$ cat config.mk
export PLATFORM = sky130hd
export DESIGN_NAME = brfs_cell
export DESIGN_NICKNAME = d
export VERILOG_FILES = /design/src/sv/brfs_pkg.sv /design/src/sv/brfs_cell.sv
export SDC_FILE = /design/constraint.sdc
export NUM_CORES = 1
export LEC_CHECK = 0
export ABC_AREA = 1
export ABC_CLOCK_PERIOD_IN_PS = 1700
export BUFFER_PORTS_ARGS = -buffer_cell sky130_fd_sc_hd__buf_2
export CAP_MARGIN = 20
export CORE_MARGIN = 5
export CORE_UTILIZATION = 41
export DETAILED_ROUTE_END_ITERATION = 10
export MAX_ROUTING_LAYER = met4
export PLACE_DENSITY_LB_ADDON = 0.12
export SYNTH_ARGS = -nofsm -noshare
export SYNTH_HDL_FRONTEND = slang
export SYNTH_SLANG_ARGS = --single-unit
$ cat constraint.sdc
create_clock -name clk -period 1.7 [get_ports clk]
set_input_delay 0.255 -clock clk [delete_from_list [all_inputs] [get_ports clk]]
set_output_delay 0.255 -clock clk [all_outputs]
set_load 0.005 [all_outputs]
$ cat src/sv/brfs_pkg.sv
// brfs_pkg: shared types and constants for the byte ring fifo with search
// no dependencies; imported by brfs_cell and byte_ring_fifo_with_search
`timescale 1ns / 1ps

package brfs_pkg;

	// default number of byte cells in the chain
	localparam int DEPTH_DEF = 256;

	// fixed field widths
	localparam int BYTE_W = 8;
	localparam int DIST_W = 8;
	localparam int FREE_W = 9;
	localparam int MODE_W = 2;

	// operation codes
	localparam logic [MODE_W-1:0] MODE_PUSH   = 2'd0;
	localparam logic [MODE_W-1:0] MODE_POP    = 2'd1;
	localparam logic [MODE_W-1:0] MODE_SEARCH = 2'd2;

	// per-cycle command broadcast to every cell
	typedef struct packed {
		logic push;    // tail cell loads the write byte
		logic pop;     // every cell takes its right neighbor
		logic rotate;  // occupied cells rotate one place, head wraps to tail
	} cell_ctrl_t;

endpackage

$ cat src/sv/brfs_cell.sv
// brfs_cell: one byte cell of the fifo chain
// depends on brfs_pkg for the command struct and byte width
`timescale 1ns / 1ps

module brfs_cell #(
	parameter int DEPTH = brfs_pkg::DEPTH_DEF,
	parameter int IDX   = 0
) (
	input  logic                           clk,
	input  brfs_pkg::cell_ctrl_t           ctrl,
	input  logic [$clog2(DEPTH+1)-1:0]     count,
	input  logic [brfs_pkg::BYTE_W-1:0]    wr_byte,
	input  logic [brfs_pkg::BYTE_W-1:0]    next_byte,
	input  logic [brfs_pkg::BYTE_W-1:0]    head_byte,
	output logic [brfs_pkg::BYTE_W-1:0]    byte_q
);
	import brfs_pkg::*;

	localparam int CW = $clog2(DEPTH+1);

	logic at_tail;
	logic at_last;

	// first free cell, and last occupied cell
	assign at_tail = (count == CW'(IDX));
	assign at_last = (count == CW'(IDX + 1));

	always_ff @(posedge clk) begin
		if (ctrl.push && at_tail) begin
			byte_q <= wr_byte;
		end else if (ctrl.pop) begin
			byte_q <= next_byte;
		end else if (ctrl.rotate) begin
			byte_q <= at_last ? head_byte : next_byte;
		end
	end

endmodule

==> results.cfg, run 1 <==
[outcome]
status = complete, no violations

[placement]
port_buffers = 44
gp_congestion = 0.755
dp_hpwl_um = 1500
post-place-ws_ns = 0.209
placed_cell_area_um2 = 953

[die]
io_pins = 45
dieArea_um2 = 2670
die_x_um = 51.7
start_util_pct = 42.1
coreArea_um2 = 1690
die_y_um = 51.7
core.rowCount = 15

[finish]
largest_register_ffs = 8
final_cell_area_um2 = 976
regMostFlops = byte_q
top_regs = byte_q (8)
drive_gt1_share_pct = 48.9
num_antenna_cells = 0
nets = 176
area_growth_pct = 37.1

[global_route]
grt_use_total_pct = 14.2
grt_remaining_overflow = 0
grt_pass1_vias = 681
grt_pass1_wl_um = 2780
antenna_found_initial = 0
grt_max_degree = 10

[power_and_ir_drop]
leakage_nw = 0.575
p_per_area_nw_per_um2 = 521
peakVddDrop_uv = 183
total_power_uw = 508

[clock_tree]
cts_hold_buffers = 0
cts_resized = 0
cts.clk_slew.worst_paths_ns = 0.06
cts_sinks = 8
cts_buffer_depth = 2
clockRootBuffer = clkbuf_4
cts_tree = done
cts_setup_buffers = 0
htreeDepth = 1
cts_buffers = 3

[yosys]
synthCells = 90
synth_most_common_cell = inv_1
synthFlopType = edfxtp_1
synth_nets = 127
avgSynthCellArea_um2 = 7.91
synth_top_area_share_pct = 33.7
netlist_area_um2 = 712
ys_types = 16
ys_seq_area_share_pct = 33.7
synth_edf_count = 8
synth_warnings = 0
yosysTopAreaCell = edfxtp_1
async_flop_share_pct = 0
synth_common_cells = inv_1, nand2_1, nand3_1, edfxtp_1, nand4_1
synthTopCellsByArea = edfxtp_1, nand3_1, inv_1, nand2_1, nand4_1
ys_seq_elements = 8

[worst_hold_path]
hold_path_depth = 3
worstHoldStart = wr_byte[4]
min_path_type = input port to register
hold_end = byte_q[4]$_DFFE_PP_

[worst_setup_path]
cp_max_fo = 8
crit_buf_inv = 2
path_class = input port to register
critPathMaxStageDelay_ns = 0.33
critPathLaunchType = input port
cp-end-kind = register
crit_chain = buf_2 > nor2_2 > nand2_4 > inv_2 > nand4_4 > nand3b_1
critPathSlowestCell = nand3b_1
cp_top_family = simple AND/OR/NAND/NOR gates
required_ns = 1.60
crit_arrival_ns = 1.11

[drt]
firstDrtPassIters = 4
ant_nets = 0
drt_iter0_markers = 6
wire_per_inst_um = 11.1
wirelength_um = 1720
vias = 753
drc_errors = 0
vias_per_cell = 4.89

[run]
drv_cap = 0

[sta]
rsz0062_at_grt = false
hold_viol_final = 0
fin_ws_ns = 0.483
slew_violations = 0
worstMarginPinSlew_ns = 0.389
relSlewSlack_pct = 74.0
max_freq_ghz = 0.822
setup-violations-final = 0
period_share_pct = 71.6
period_needed_ns = 1.22
tns_ns = 0
==> report_power, final <==
part / internal [mW] / switching, mW / total [mW] / leakage [nW]
Clock: 0.0804 / 0.0578 / 0.138 / 0.0138
Combinational: 0.0597 / 0.0697 / 0.129 / 0.480
Sequential: 0.237 / 0.00331 / 0.241 / 0.0815
Total: 0.377 / 0.131 / 0.508 / 0.575
==> layout make-up <==
type / instances / area (µm²)
fillers: 185 / 713
multi-input cells: 58 / 375
flip-flops and latches: 8 / 240
repair buffers: 45 / 228
inverters: 23 / 88.8
clock buffers: 3 / 22.5
well taps: 17 / 21.3
==> metal layers <==
layer / vias up / part of all wire, % / global-route usage [%]
li1: 389 / - / -
met1: 336 / 37 / 16.2
met2: 26 / 55 / 25.0
met3: 2 / 6.8 / 1.43
met4: 0 / 1.3 / 6.55
met5: - / 0 / -
==> layout by cell type, fill, tap and decap left out <==
master,instances
inv_4,1
nand2_4,1
inv_2,2
buf_2,44
nand3b_1,1
nand4_4,1
nor2_2,5
nand2_2,3
nor2_4,3
buf_4,1
nor2_8,2
edfxtp_1,8
nand3_1,16
nand3_4,1
inv_1,20
nand4_1,8
nand2_1,17
clkbuf_4,3
==> stage by stage <==
stage	std cells	hold slack, ns	util, %
2_1_floorplan	90	0.495	-
3_3_place_gp	151	0.595	56.4
3_5_place_dp	151	0.596	56.4
4_1_cts	154	0.343	57.8
5_1_grt	154	0.363	57.8
6_report	154	0.345	57.8
==> kinds of logic (layout without fill, tap and decap cells) <==
logic type	Yosys count	after routing	synth area share, %
and+or+nand+nor	58	58	52.7
DFF	8	8	33.7
buffers and inverters	24	71	13.5
==> worst max path at each step <==
stage	from	to	depth (start not counted)
floorplan	count[7]	byte_q[0]$_DFFE_PP_	5
global placement	count[7]	byte_q[5]$_DFFE_PP_	6
detailed placement	count[7]	byte_q[5]$_DFFE_PP_	6
CTS	count[7]	byte_q[5]$_DFFE_PP_	6
global route	count[7]	byte_q[2]$_DFFE_PP_	6
finish	count[7]	byte_q[5]$_DFFE_PP_	6
Power figures use the tool's default switching activity.
==> run 2: changes to the inputs <==
--- a/config.mk
+++ b/config.mk
@@ -6,11 +6,11 @@
 export NUM_CORES = 1
 export LEC_CHECK = 0
 export ABC_AREA = 1
-export ABC_CLOCK_PERIOD_IN_PS = 1700
+export ABC_CLOCK_PERIOD_IN_PS = 1100
 export BUFFER_PORTS_ARGS = -buffer_cell sky130_fd_sc_hd__buf_2
 export CAP_MARGIN = 20
 export CORE_MARGIN = 5
-export CORE_UTILIZATION = 41
+export CORE_UTILIZATION = 37
 export DETAILED_ROUTE_END_ITERATION = 10
 export MAX_ROUTING_LAYER = met4
 export PLACE_DENSITY_LB_ADDON = 0.12
==> constraint.sdc (replaced) <==
create_clock -name clk -period 1.1 [get_ports clk]
set_input_delay 0.165 -clock clk [delete_from_list [all_inputs] [get_ports clk]]
set_output_delay 0.165 -clock clk [all_outputs]
set_load 0.005 [all_outputs]
==> run 2 against run 1 <==
Against the previous run: sequential share of layout area shrank 2.5 points; largest power group unchanged; sequential cell count is the same; core utilization grew 3.1 points; worst setup slack lost 0.35 ns; cell area grew 11%; die area grew 8.7%; sequential power grew 54%; global-route usage shrank 0.27 points; highest routed layer unchanged.
==> results.cfg, run 2 (synthesis results as in run 1) <==
[global_route]
grt_remaining_overflow = 0
grt_pass1_wl_um = 2860
grt_use_total_pct = 13.9
grt_max_degree = 10
grt_pass1_vias = 709
antenna_found_initial = 0

[clock_tree]
cts_buffers = 3
cts_tree = done
clockRootBuffer = clkbuf_4
htreeDepth = 1
cts_resized = 0
cts_setup_buffers = 0
cts_hold_buffers = 0
cts_sinks = 8
cts.clk_slew.worst_paths_ns = 0.05
cts_buffer_depth = 2

[drt]
wirelength_um = 1810
vias_per_cell = 4.56
wire_per_inst_um = 10.5
drc_errors = 0
drt_iter0_markers = 15
ant_nets = 0
firstDrtPassIters = 4
vias = 789

[die]
start_util_pct = 39.9
io_pins = 45
coreArea_um2 = 1780
dieArea_um2 = 2900
die_y_um = 53.9
core.rowCount = 15
die_x_um = 53.9

[worst_setup_path]
crit_buf_inv = 3
critPathMaxStageDelay_ns = 0.16
cp_top_family = simple AND/OR/NAND/NOR gates
cp-end-kind = register
crit_arrival_ns = 0.93
cp_num_cells = 7
crit_chain = buf_2 > nor2_4 > nand2_4 > inv_4 > nand4_4 > nand3b_1 > buf_4
required_ns = 1.06
path_class = input port to register
cp_max_fo = 5
critPathLaunchType = input port
critPathSlowestCell = buf_4

[finish]
fillers = 171
nets = 187
top_regs = byte_q (8)
largest_register_ffs = 8
area_growth_pct = 52.5
num_antenna_cells = 0
regMostFlops = byte_q
mostFrequentLayoutCells = buf_2, inv_1, nand2_1
final_common_cell = buf_2
drive_gt1_share_pct = 52.7

[placement]
port_buffers = 44
dp_hpwl_um = 1580
post-place-ws_ns = -0.128
gp_congestion = 0.830

[sta]
hold_viol_final = 0
worstMarginPinSlew_ns = 0.192
hold_ws_ns = 0.241
fin_ws_ns = 0.138
rsz0062_at_grt = false
relSlewSlack_pct = 87.2
setup-violations-final = 0
slew_violations = 0
period_needed_ns = 0.962
max_freq_ghz = 1.04
period_share_pct = 87.4

[power_and_ir_drop]
peakVddDrop_uv = 338
leakage_nw = 0.629
p_per_area_nw_per_um2 = 758

[worst_hold_path]
hold_path_depth = 3
min_path_type = input port to register

[run]
drv_cap = 0

[outcome]
status = complete, no violations
-- run 2: changes by cell type in the layout (fill, tap and decap cells not counted), sizes merged --
cell  change
buf      +11
-- run 2: stage by stage --
| stage | power (mW) | cells | area [µm²] | TNS (ns) | utilization (%) |
|---|---|---|---|---|---|
| 6_report | 0.823 | 173 | 1090 | 0 | 60.9 |
| 5_1_grt | 0.881 | 173 | 1090 | 0 | 60.9 |
| 4_1_cts | 0.832 | 173 | 1090 | 0 | 60.9 |
| 3_5_place_dp | 0.613 | 170 | 1060 | -1.58 | 59.6 |
| 3_3_place_gp | 0.610 | 170 | 1060 | -1.06 | 59.6 |
| 2_1_floorplan | 0.474 | 90 | 733 | -0.570 | - |
-- run 2: area by class of cell --
class	count	area (µm²)	share of cell area, %
clock buffers	3	22.5	2.07
inverters	23	91.3	8.41
multi-input cells	58	390	35.9
flip-flops and latches	8	240	22.1
well taps	25	31.3	2.88
repair buffers	56	310	28.6
-- run 2: power breakdown --
part / leakage (nW) / switching [mW] / internal [mW]
Clock: 0.0138 / 0.0946 / 0.124
Combinational: 0.534 / 0.118 / 0.115
Sequential: 0.0815 / 0.00445 / 0.367
-- run 2: path summary, 6_finish.rpt --
kind              startpoint                  end  slack [ns]
setup / recovery    count[5]  byte_q[5]$_DFFE_PP_        0.14
hold / removal    wr_byte[4]  byte_q[4]$_DFFE_PP_        0.24
-- run 2: per-layer routing --
metal  global-route usage (%)  vias to the layer above  share of wire [%]
met5                        -                        -                  0
met4                     6.38                        0               0.33
met1                     15.8                      339                 38
met2                     23.2                       36                 53
met3                     3.05                        2                8.0
li1                         -                      412                  -
